$ cat config.mk
export PLATFORM = sky130hd
export DESIGN_NAME = rumble_request_mixer
export DESIGN_NICKNAME = d
export VERILOG_FILES = /design/src/hdl/rrm_pkg.sv /design/src/hdl/rumble_request_mixer.sv /design/src/hdl/rrm_cell.sv
export SDC_FILE = /design/constraint.sdc
export NUM_CORES = 2
export LEC_CHECK = 0
export ABC_AREA = 1
export BUFFER_PORTS_ARGS = -buffer_cell sky130_fd_sc_hd__buf_2
export CAP_MARGIN = 5
export CELL_PAD_IN_SITES_DETAIL_PLACEMENT = 1
export CELL_PAD_IN_SITES_GLOBAL_PLACEMENT = 1
export CORE_ASPECT_RATIO = 0.9
export CORE_UTILIZATION = 44
export DETAILED_ROUTE_END_ITERATION = 10
export PLACE_DENSITY_LB_ADDON = 0.1
export SETUP_SLACK_MARGIN = 0.1
export SYNTH_ARGS = -nofsm -noshare
export SYNTH_HDL_FRONTEND = slang
export SYNTH_SLANG_ARGS = --single-unit
export TNS_END_PERCENT = 20
$ cat constraint.sdc
create_clock -name clk_i -period 3.5 [get_ports clk_i]
set_input_delay 0.875 -clock clk_i [delete_from_list [all_inputs] [get_ports clk_i]]
set_output_delay 0.875 -clock clk_i [all_outputs]
set_load 0.02 [all_outputs]
$ cat src/hdl/rrm_pkg.sv
`default_nettype none

package rrm_pkg;

  // Command codes carried in the input tuser field.
  typedef enum logic [1:0] {
    CMD_PLAY = 2'd0,
    CMD_TICK = 2'd1,
    CMD_STOP = 2'd2
  } cmd_e;

  // Longest hold time reported to the timed port.
  localparam logic [15:0] HOLD_LIMIT_MS = 16'd60000;

  // One pass of an item down the row of slot cells.
  typedef struct packed {
    logic        valid;
    cmd_e        cmd;
    logic [15:0] lvl_lo;
    logic [15:0] lvl_hi;
    logic [15:0] dur;
    logic [15:0] elapsed;
    logic        placed;
    logic [15:0] max_lo;
    logic [15:0] max_hi;
    logic [15:0] max_left;
  } wave_t;

  // One finished result word.
  typedef struct packed {
    logic        send;
    logic [15:0] left_speed;
    logic [15:0] right_speed;
    logic [15:0] hold_ms;
    logic        dropped;
  } result_t;

endpackage

`default_nettype wire

$ cat src/hdl/rumble_request_mixer.sv
`default_nettype none

// Rumble request mixer. Play, tick and stop words arrive on the slave stream
// (command in tuser) and each produces exactly one result word on the master
// stream, carrying the mixed motor speeds and hold time in tdata and the send
// and dropped flags in tuser. The slot table is a row of SLOTS cells; an item
// travels down the row one cell per cycle, updating each slot and gathering
// the maxima as it goes. The result from the last cell goes to the output
// register, or to a pending word while the output is stalled, and a new item
// is taken once that result has reached the output register. A play takes
// the lowest free slot. The timed_port_present register resets to 1 and is
// written through cfg_we_i / cfg_wdata_i; the user must write it only while
// the block is idle, and the block itself does not enforce this.
module rumble_request_mixer
  import rrm_pkg::*;
#(
  parameter int SLOTS = 8
) (
  input  wire         clk_i,
  input  wire         rst_ni,
  input  wire         cfg_we_i,
  input  wire         cfg_wdata_i,     // timed_port_present
  input  wire         s_axis_tvalid,
  output logic        s_axis_tready,
  input  wire  [63:0] s_axis_tdata,    // low_level, high_level, duration_ms, elapsed_ms
  input  wire  [1:0]  s_axis_tuser,    // cmd
  output logic        m_axis_tvalid,
  input  wire         m_axis_tready,
  output logic [47:0] m_axis_tdata,    // left_speed, right_speed, hold_ms
  output logic [1:0]  m_axis_tuser     // send, dropped
);

  logic        timed_q;
  logic        active_q, active_d;
  wave_t       launch_q, launch_d;
  logic [15:0] applied_lo_q, applied_lo_d;
  logic [15:0] applied_hi_q, applied_hi_d;
  logic        out_valid_q, out_valid_d;
  result_t     out_q, out_d;
  logic        pend_valid_q, pend_valid_d;
  result_t     pend_q, pend_d;
  wave_t       chain [SLOTS+1];
  wave_t       exit_w;
  result_t     res;
  logic        accept;
  logic        out_free;

  assign accept        = s_axis_tvalid && s_axis_tready;
  assign s_axis_tready = !active_q;
  assign out_free      = !out_valid_q || m_axis_tready;

  // Configuration register.
  always_ff @(posedge clk_i or negedge rst_ni) begin
    if (!rst_ni) begin
      timed_q <= 1'b1;
    end else if (cfg_we_i) begin
      timed_q <= cfg_wdata_i;
    end
  end

  // Launch a new wave into the first cell.
  always_comb begin
    launch_d          = '0;
    launch_d.valid    = accept;
    launch_d.cmd      = cmd_e'(s_axis_tuser);
    launch_d.lvl_lo   = s_axis_tdata[15:0];
    launch_d.lvl_hi   = s_axis_tdata[31:16];
    launch_d.dur      = s_axis_tdata[47:32];
    launch_d.elapsed  = s_axis_tdata[63:48];
  end

  // Row of slot cells.
  assign chain[0] = launch_q;

  for (genvar g = 0; g < SLOTS; g++) begin : g_cell
    rrm_cell u_cell (
      .clk_i  (clk_i),
      .rst_ni (rst_ni),
      .wave_i (chain[g]),
      .wave_o (chain[g+1])
    );
  end

  assign exit_w = chain[SLOTS];

  // Build the result from the wave leaving the last cell.
  always_comb begin
    res.left_speed  = exit_w.max_lo;
    res.right_speed = exit_w.max_hi;
    res.send        = ((exit_w.cmd == CMD_PLAY) && exit_w.placed) ||
                      (exit_w.max_lo != applied_lo_q) ||
                      (exit_w.max_hi != applied_hi_q);
    res.dropped     = (exit_w.cmd == CMD_PLAY) && (exit_w.dur != 16'd0) &&
                      !exit_w.placed;
    if (!timed_q) begin
      res.hold_ms = 16'd0;
    end else if (exit_w.max_left > HOLD_LIMIT_MS) begin
      res.hold_ms = HOLD_LIMIT_MS;
    end else begin
      res.hold_ms = exit_w.max_left;
    end
  end

  // Output register with one pending word behind it.
  always_comb begin
    active_d     = active_q;
    applied_lo_d = applied_lo_q;
    applied_hi_d = applied_hi_q;
    out_valid_d  = out_valid_q;
    out_d        = out_q;
    pend_valid_d = pend_valid_q;
    pend_d       = pend_q;

    if (out_valid_q && m_axis_tready) begin
      out_valid_d = 1'b0;
    end

    if (exit_w.valid) begin
      if (res.send) begin
        applied_lo_d = exit_w.max_lo;
        applied_hi_d = exit_w.max_hi;
      end
      if (out_free) begin
        out_valid_d = 1'b1;
        out_d       = res;
        active_d    = 1'b0;
      end else begin
        pend_valid_d = 1'b1;
        pend_d       = res;
      end
    end else if (pend_valid_q && out_free) begin
      out_valid_d  = 1'b1;
      out_d        = pend_q;
      pend_valid_d = 1'b0;
      active_d     = 1'b0;
    end

    if (accept) begin
      active_d = 1'b1;
    end
  end

  always_ff @(posedge clk_i or negedge rst_ni) begin
    if (!rst_ni) begin
      active_q     <= 1'b0;
      launch_q     <= '0;
      applied_lo_q <= 16'd0;
      applied_hi_q <= 16'd0;
      out_valid_q  <= 1'b0;
      pend_valid_q <= 1'b0;
    end else begin
      active_q     <= active_d;
      launch_q     <= launch_d;
      applied_lo_q <= applied_lo_d;
      applied_hi_q <= applied_hi_d;
      out_valid_q  <= out_valid_d;
      pend_valid_q <= pend_valid_d;
    end
  end

  always_ff @(posedge clk_i) begin
    out_q  <= out_d;
    pend_q <= pend_d;
  end

  assign m_axis_tvalid = out_valid_q;
  assign m_axis_tdata  = {out_q.hold_ms, out_q.right_speed, out_q.left_speed};
  assign m_axis_tuser  = {out_q.dropped, out_q.send};

endmodule

`default_nettype wire

$ cat src/hdl/rrm_cell.sv
`default_nettype none

module rrm_cell
  import rrm_pkg::*;
(
  input  wire   clk_i,
  input  wire   rst_ni,
  input  wave_t wave_i,
  output wave_t wave_o
);

  logic        busy_q, busy_d;
  logic [15:0] low_q, low_d;
  logic [15:0] high_q, high_d;
  logic [15:0] left_q, left_d;
  wave_t       wave_q, wave_d;

  // Apply the passing command to this slot and fold it into the running maxima.
  always_comb begin
    busy_d = busy_q;
    low_d  = low_q;
    high_d = high_q;
    left_d = left_q;
    wave_d = wave_i;

    if (wave_i.valid) begin
      unique case (wave_i.cmd)
        CMD_PLAY: begin
          if ((wave_i.dur != 16'd0) && !wave_i.placed && !busy_q) begin
            busy_d        = 1'b1;
            low_d         = wave_i.lvl_lo;
            high_d        = wave_i.lvl_hi;
            left_d        = wave_i.dur;
            wave_d.placed = 1'b1;
          end
        end
        CMD_TICK: begin
          if (busy_q) begin
            if (left_q <= wave_i.elapsed) begin
              busy_d = 1'b0;
            end else begin
              left_d = left_q - wave_i.elapsed;
            end
          end
        end
        CMD_STOP: begin
          busy_d = 1'b0;
        end
        default: begin
        end
      endcase
    end

    if (busy_d) begin
      if (low_d > wave_i.max_lo) begin
        wave_d.max_lo = low_d;
      end
      if (high_d > wave_i.max_hi) begin
        wave_d.max_hi = high_d;
      end
      if (left_d > wave_i.max_left) begin
        wave_d.max_left = left_d;
      end
    end
  end

  // Slot occupancy and the outgoing wave valid are control state.
  always_ff @(posedge clk_i or negedge rst_ni) begin
    if (!rst_ni) begin
      busy_q <= 1'b0;
      wave_q <= '0;
    end else begin
      busy_q <= busy_d;
      wave_q <= wave_d;
    end
  end

  // Slot contents are only read while the slot is busy.
  always_ff @(posedge clk_i) begin
    low_q  <= low_d;
    high_q <= high_d;
    left_q <= left_d;
  end

  assign wave_o = wave_q;

endmodule

`default_nettype wire

# Word-level counts from Yosys, hierarchy flattened
# Index checks and enable logic that the tools add are counted.
dict set report classes {
  bitwise 1
  mux 199
  eq_ne 21
  add_sub_neg 8
  n_reduce_logical 67
  order_cmp 33
}
# operator n
set ops {}
lappend ops {{2-to-1 mux 16 bit} 106}
lappend ops {{2-to-1 mux 48 bit} 8}
lappend ops {{> comparator 16 bit} 21}
lappend ops {{one-hot mux 16 bit (2 select lines)} 8}
lappend ops {{2-to-1 mux 50 bit} 3}
lappend ops {{nonzero test 16 bit} 9}
lappend ops {{<= comparator 16 bit} 8}
lappend ops {{subtractor 16 bit} 8}
lappend ops {{2-to-1 mux 1 bit} 66}
lappend ops {{> comparator 16 x 1 -> 1 bit (second input constant)} 3}
lappend ops {{!= test 16 bit} 2}
lappend ops {{one-hot mux 1 bit (3 select lines)} 8}
lappend ops {{logical AND 1 bit} 21}
lappend ops {{zero test 1 bit} 18}
lappend ops {{zero test 2 bit} 9}
lappend ops {{equality test 2 x 1 -> 1 bit (second input constant)} 8}
lappend ops {{equality test 2 bit (second input constant)} 8}
lappend ops {{> comparator 16 bit (second input constant)} 1}
lappend ops {{AND reduction 2 bit} 5}
lappend ops {{!= test 2 bit (second input constant)} 2}
lappend ops {{logical OR 1 bit} 3}
lappend ops {{!= test 3 bit (second input constant)} 1}
lappend ops {{nonzero test 3 bit} 1}
lappend ops {{nonzero test 2 bit} 1}
lappend ops {{NOT 1 bit} 1}
dict set report word_totals {
  out_inout_bits 52
  register_bits 1475
}

# Logic depth before layout (Yosys ltp)
dict set report depth {
  word_depth 9
  mapped_depth 31
}

# Cells and area by module
# A second synthesis with hierarchy kept.
dict set report unflattened {
  hier_cells 8969
  hier_area_um2 74443.9
}
# mod area_per_inst_um2 cells_per_inst n_inst
set modules_own_cells {}
lappend modules_own_cells {{rrm_cell (g_cell[0].u_cell ...)} 8389.3 1047 4}
lappend modules_own_cells {{rrm_cell (g_cell[7].u_cell)} 8460.6 1076 1}
lappend modules_own_cells {{rrm_cell (g_cell[5].u_cell)} 8361.8 1039 1}
lappend modules_own_cells {{rrm_cell (g_cell[1].u_cell)} 8329.2 1034 1}
lappend modules_own_cells {{rrm_cell (g_cell[6].u_cell)} 8294.2 1012 1}
lappend modules_own_cells {rumble_request_mixer 7440.9 620 1}

# Worst setup path before layout
# OpenSTA, ideal clock, no wires.
dict set report synth_timing {
  path_type {input port to flip-flop}
  start {input m_axis_tready}
  end {register pend_q[0] (netlist name) (enable)}
  path_buffers 0
  path_slack_ns -0.129
  stages 3
  t_arrival_ns 3.172
  path_cell_list {nor2_1 inv_1 nor2_1}
}
dict set report synth_via {
  elab_chain_len 3
}
# element line_no
set synth_lines {}
lappend synth_lines {{from (decl)} rumble_request_mixer.sv:28} ;# input wire m_axis_tready,
lappend synth_lines {{logical OR 1 bit} rumble_request_mixer.sv:50} ;# assign out_free = !out_valid_q || m_axis_tready;
lappend synth_lines {{NOT 1 bit (no line)} -}
lappend synth_lines {{AND reduction 2 bit (no line)} -}
lappend synth_lines {{to (signal assigned)} rumble_request_mixer.sv:163} ;# pend_q <= pend_d;
lappend synth_lines {{to (decl)} rumble_request_mixer.sv:41} ;# result_t pend_q, pend_d;
# Every way passes these cells.
# A chain may end at the register's enable or synchronous reset.

==> impl_summary.txt <==
----------------------------------------------------
[Power]
  Relative contribution of sequential cells to total power ... 27.9%
  Leakage power ... 44.7 nW
  Switching portion of total power ... 42.4%
  Power consumption ... 91.0 mW
  Power share of the clock group ... 19.2%
  Worst supply voltage drop on vdd ... 0.581 mV
  Cell-internal power ... 52.4 mW
  Share of power burned in combinational logic ... 52.9%
  Total power per unit cell area ... 1020 nW/um2
  Sw power ... about 39 mW

[Yosys]
  Number of distinct standard cells referenced by the synthesized netlist ... 54
  Flop and latch count out of synthesis ... 1,475
  Library cell with the largest summed area after synthesis ... sky130_fd_sc_hd__dfrtp_1
  Number of enable-type register cells in the synthesized netlist ... 100
  Syn_nets ... 8,734
  Async set-reset flop share out of synthesis ... 67.2%
  Post-Synthesis Cell Area ... between 60,000 and 70,000 um2
  Syn. warnings ... 0
  Share of the yosys chip area belonging to registers ... 51.5%
  Post-synth top flop ... sky130_fd_sc_hd__dfrtp_1
  Cells after synthesis ... 8,190
  Dominant cells by area after synthesis ... sky130_fd_sc_hd__dfrtp_1 (36%), sky130_fd_sc_hd__nand2_1 (15%), sky130_fd_sc_hd__dfxtp_1 (11%), sky130_fd_sc_hd__ha_1 (8.4%), sky130_fd_sc_hd__inv_1 (6.1%)
  Avg Inst Size Synth ... 8.42 um2
  Portion of synthesized cell area occupied by the leading cell type ... 35.9%

[Layout]
  Commonest non-fill, non-tap cells in the layout ... sky130_fd_sc_hd__nand2_1 (2,420), sky130_fd_sc_hd__inv_1 (1,072), sky130_fd_sc_hd__dfrtp_1 (979), sky130_fd_sc_hd__buf_4 (921), sky130_fd_sc_hd__ha_1 (389)
  Layout area overhead ... 29.2%
  Filler cell count in the final layout ... 18,047
  Final standard cell count with taps included and fillers excluded ... 11,538
  Post-route standard cell area excluding fillers ... ~89,000 um2
  Count of nets after finishing ... 9,858
  Fraction of final layout cells sized beyond drive strength 1 ... 23.9%
  Most common cell after layout, fill and taps aside ... sky130_fd_sc_hd__nand2_1

[Clocking]
  Clk pin slew, worst setup/hold paths ... ~0.060 ns
  Clock sink count ... 1,475
  CTS Buf Count ... around 160
  H-tree lvl count ... 4
  Clock latency reported for the late side of the worst-skew pair ... ~0.80 ns
  Cell at the root of the clock tree ... sky130_fd_sc_hd__clkbuf_16
  Longest Clk Path Bufs ... 3
  Hold_buf cts ... 0
  CTS tree ... done

[Die]
  Die Outline Area ... ~160,000 um2
  Std-Cell Rows ... roughly 140
  Count of pins on the block boundary ... 124
  Horizontal die dimension ... 419 um
  Effective utilization at floorplan ... 44.4%
  Die Y-Extent ... ~380 um
  Core box area ... 155,000 um2

[Global route]
  Maximum number of pins on one net before global-route repair ... 124
  Total congestion overflow ... 0
  Via count of the first global-routing pass ... 62,547
  First-pass GRT wire length ... 355,000 um
  Antenna violations before repair ... 4
  GR Util All Layers ... between 20% and 30%

[Placed design]
  Setup slack after placement ... -0.786 ns
  IO buf count ... 123
  Placed cell areas ... 77,800 um2
  Number of instances in the placed design ... roughly 11,000
  Post-DP HPWL ... 170,000 um
  Routability cong. ... 0.916

[Timing]
  FMAX ... ~260 MHz
  Number of hold violations in the final report ... 0
  Time the worst path needs with I/O delays and setup ... 3.79 ns
  Unrepaired setup endpoints after global routing ... true
  Transition at the pin with the smallest max-transition slack ... 1.13 ns
  Post-Route Skew ... 0.0326 ns
  Crit path setup slack, layout ... -0.287 ns
  Final slew viol count ... 0
  Worst Hold Slack ... approximately 0.09 ns
  Share of the cycle needed by the critical path after routing ... 108%
  Worst slew slack as a fraction of its limit ... 24.5%
  Final setup violation count ... 114

[Critical path]
  Worst Path Arrival ... between 4 and 5 ns
  Buffer and inverter count on the worst path ... 6
  Cell with the biggest individual delay on the critical path ... sky130_fd_sc_hd__dfrtp_1
  Worst-case reg-to-reg path depth ... 28
  Most frequent cell on the critical path ... sky130_fd_sc_hd__nand2_2
  Delay-heaviest family, CP ... simple AND/OR/NAND/NOR gates
  Max stage delay on crit path ... 0.40 ns
  Crit-path max FO ... 8
  Number of gates on the worst path with buffers counted ... 28
  Worst Path Required ... 4.18 ns
  CP Launch Type ... flop
  Classification of the worst setup path ... reg -> reg
  Crit path capture type ... flop

[Hold path]
  Class of the tightest hold or removal check ... in -> async

[Route]
  Wire length per cell after detailed routing ... 20.1 um
  DRC marker count from the first detailed-route iteration ... 3,334
  Via count ... 59,088
  Vias per std cell ... roughly 5
  Final routed wirelength across all metal layers ... 231,000 um
  Post-route DRC violation count ... 0
  Drt pass-1 iters ... 5
  Final antenna-violating net count ... 0

[Run status]
  Failing checks ... setup timing
  Outcome ... finished, violations left

[Job]
  Max-cap violation count ... 0

----------------------------------------------------
power by group through the flow:
stage,logic [mW],registers (mW),clock network (mW)
floorplan,24.4,24.0,0
global placement,37.7,25.1,0
detailed placement,39.3,25.3,0
CTS,44.6,25.2,17.8
global route,52.9,25.7,18.5
finish,48.1,25.4,17.5
logic make-up after synthesis:
| group | after synthesis | share of synthesized area [%] |
|---|---|---|
| simple gates | 3825 | 23.2 |
| flops | 1475 | 51.5 |
| buf+inv | 1357 | 7.83 |
| compound gates | 984 | 7.89 |
| fa+ha+maj | 472 | 8.65 |
| xor+xnor | 77 | 0.978 |
cells in the mapped netlist, types with 9 or more instances:
library cell,n
sky130_fd_sc_hd__buf_4,28
sky130_fd_sc_hd__nor2_2,10
sky130_fd_sc_hd__dfrtp_1,990
sky130_fd_sc_hd__nand3b_1,24
sky130_fd_sc_hd__edfxtp_1,100
sky130_fd_sc_hd__or2_0,9
sky130_fd_sc_hd__clkbuf_1,72
sky130_fd_sc_hd__a21boi_0,54
sky130_fd_sc_hd__buf_2,76
sky130_fd_sc_hd__nand2_1,2684
sky130_fd_sc_hd__xor2_1,35
sky130_fd_sc_hd__o21bai_1,13
sky130_fd_sc_hd__inv_1,1124
sky130_fd_sc_hd__o21ai_0,382
sky130_fd_sc_hd__nor4_1,10
sky130_fd_sc_hd__nand3_2,16
sky130_fd_sc_hd__buf_6,12
sky130_fd_sc_hd__inv_2,21
sky130_fd_sc_hd__o21a_1,23
sky130_fd_sc_hd__ha_1,464
sky130_fd_sc_hd__xnor2_1,42
sky130_fd_sc_hd__nand2_2,30
sky130_fd_sc_hd__o211ai_1,55
sky130_fd_sc_hd__nor2_1,350
sky130_fd_sc_hd__a21boi_1,18
sky130_fd_sc_hd__o21ai_1,97
sky130_fd_sc_hd__or2_2,49
sky130_fd_sc_hd__a21oi_1,306
sky130_fd_sc_hd__o21ai_2,13
sky130_fd_sc_hd__nor2_4,15
sky130_fd_sc_hd__buf_1,9
sky130_fd_sc_hd__nor3_1,38
sky130_fd_sc_hd__nand4_1,93
sky130_fd_sc_hd__nand3_1,469
sky130_fd_sc_hd__dfxtp_1,384
path summary, 6_finish.rpt:
kind                                        startpoint                            to  slack, ns
setup / recovery           g_cell[0].u_cell.wave_o[49]   g_cell[1].u_cell.wave_o[14]      -0.29
hold / removal                                  rst_ni   g_cell[5].u_cell.wave_o[64]       0.09
setup reg to reg           g_cell[0].u_cell.wave_o[49]   g_cell[1].u_cell.wave_o[14]      -0.29
hold reg to reg                            chain[1028]  g_cell[0].u_cell.wave_o[100]       0.37
max in group asynchronous                       rst_ni   g_cell[3].u_cell.wave_o[90]       2.29
min in group clk_i                    s_axis_tdata[63]                    chain[992]       0.18
worst reg2reg max path, delay by kind of cell (launching register included):
family	cells	cell delay, ns
adders and majority gates	3	0.88
and+or+nand+nor	17	1.68
AOI/OAI and AO/OA	2	0.15
DFF	1	0.40
buffers and inverters	6	0.56
per-stage QoR:
step                      setup TNS (ns)  utilization (%)
final                             -21.42             57.4
after global routing              -59.43             57.4
after CTS                         -12.52             55.9
after detailed placement          -61.80             50.1
after global placement            -47.05             50.1
after floorplan                   -0.798                -
layout make-up:
cell class              instances  area [um2]  area share [%]
flip-flops and latches       1475       35500            39.8
multi-input cells            5358       31500            35.4
repair buffers               1160        9510            10.7
clock buffers                 240        4620            5.18
inverters                    1156        4430            4.97
well taps                    2085        2610            2.93
clock inverters                59         865           0.970
repair inverters                4        55.1          0.0618
diodes                          1        2.50         0.00281
per-layer routing:
layer / GRT usage (%) / part of all wire (%) / up-vias
li1: - / - / 28241
met4: 9.47 / 3.3 / 2
met5: 0 / 0.0039 / -
met3: 3.14 / 3.4 / 402
met2: 49.4 / 49 / 1089
met1: 37.9 / 44 / 29354
sequential cells by signal (all words and copies together), names as in the netlist, 8 cells and up:
signal                cells
g_cell.u_cell.wave_o    880
g_cell.u_cell.high_q    128
g_cell.u_cell.left_q    128
g_cell.u_cell.low_q     128
chain                    67
pend_q                   50
m_axis_tdata             48
applied_hi_q             16
applied_lo_q             16
g_cell.u_cell.busy_q      8
timing repair:
action	CTS	global route
setup endpoints to repair	244	329
endpoints found under the hold margin	0	0
resized for setup	583	451
pin swaps	174	206
gates cloned	13	4
buffers inserted	164	57
(Power assumes the default switching activity.)
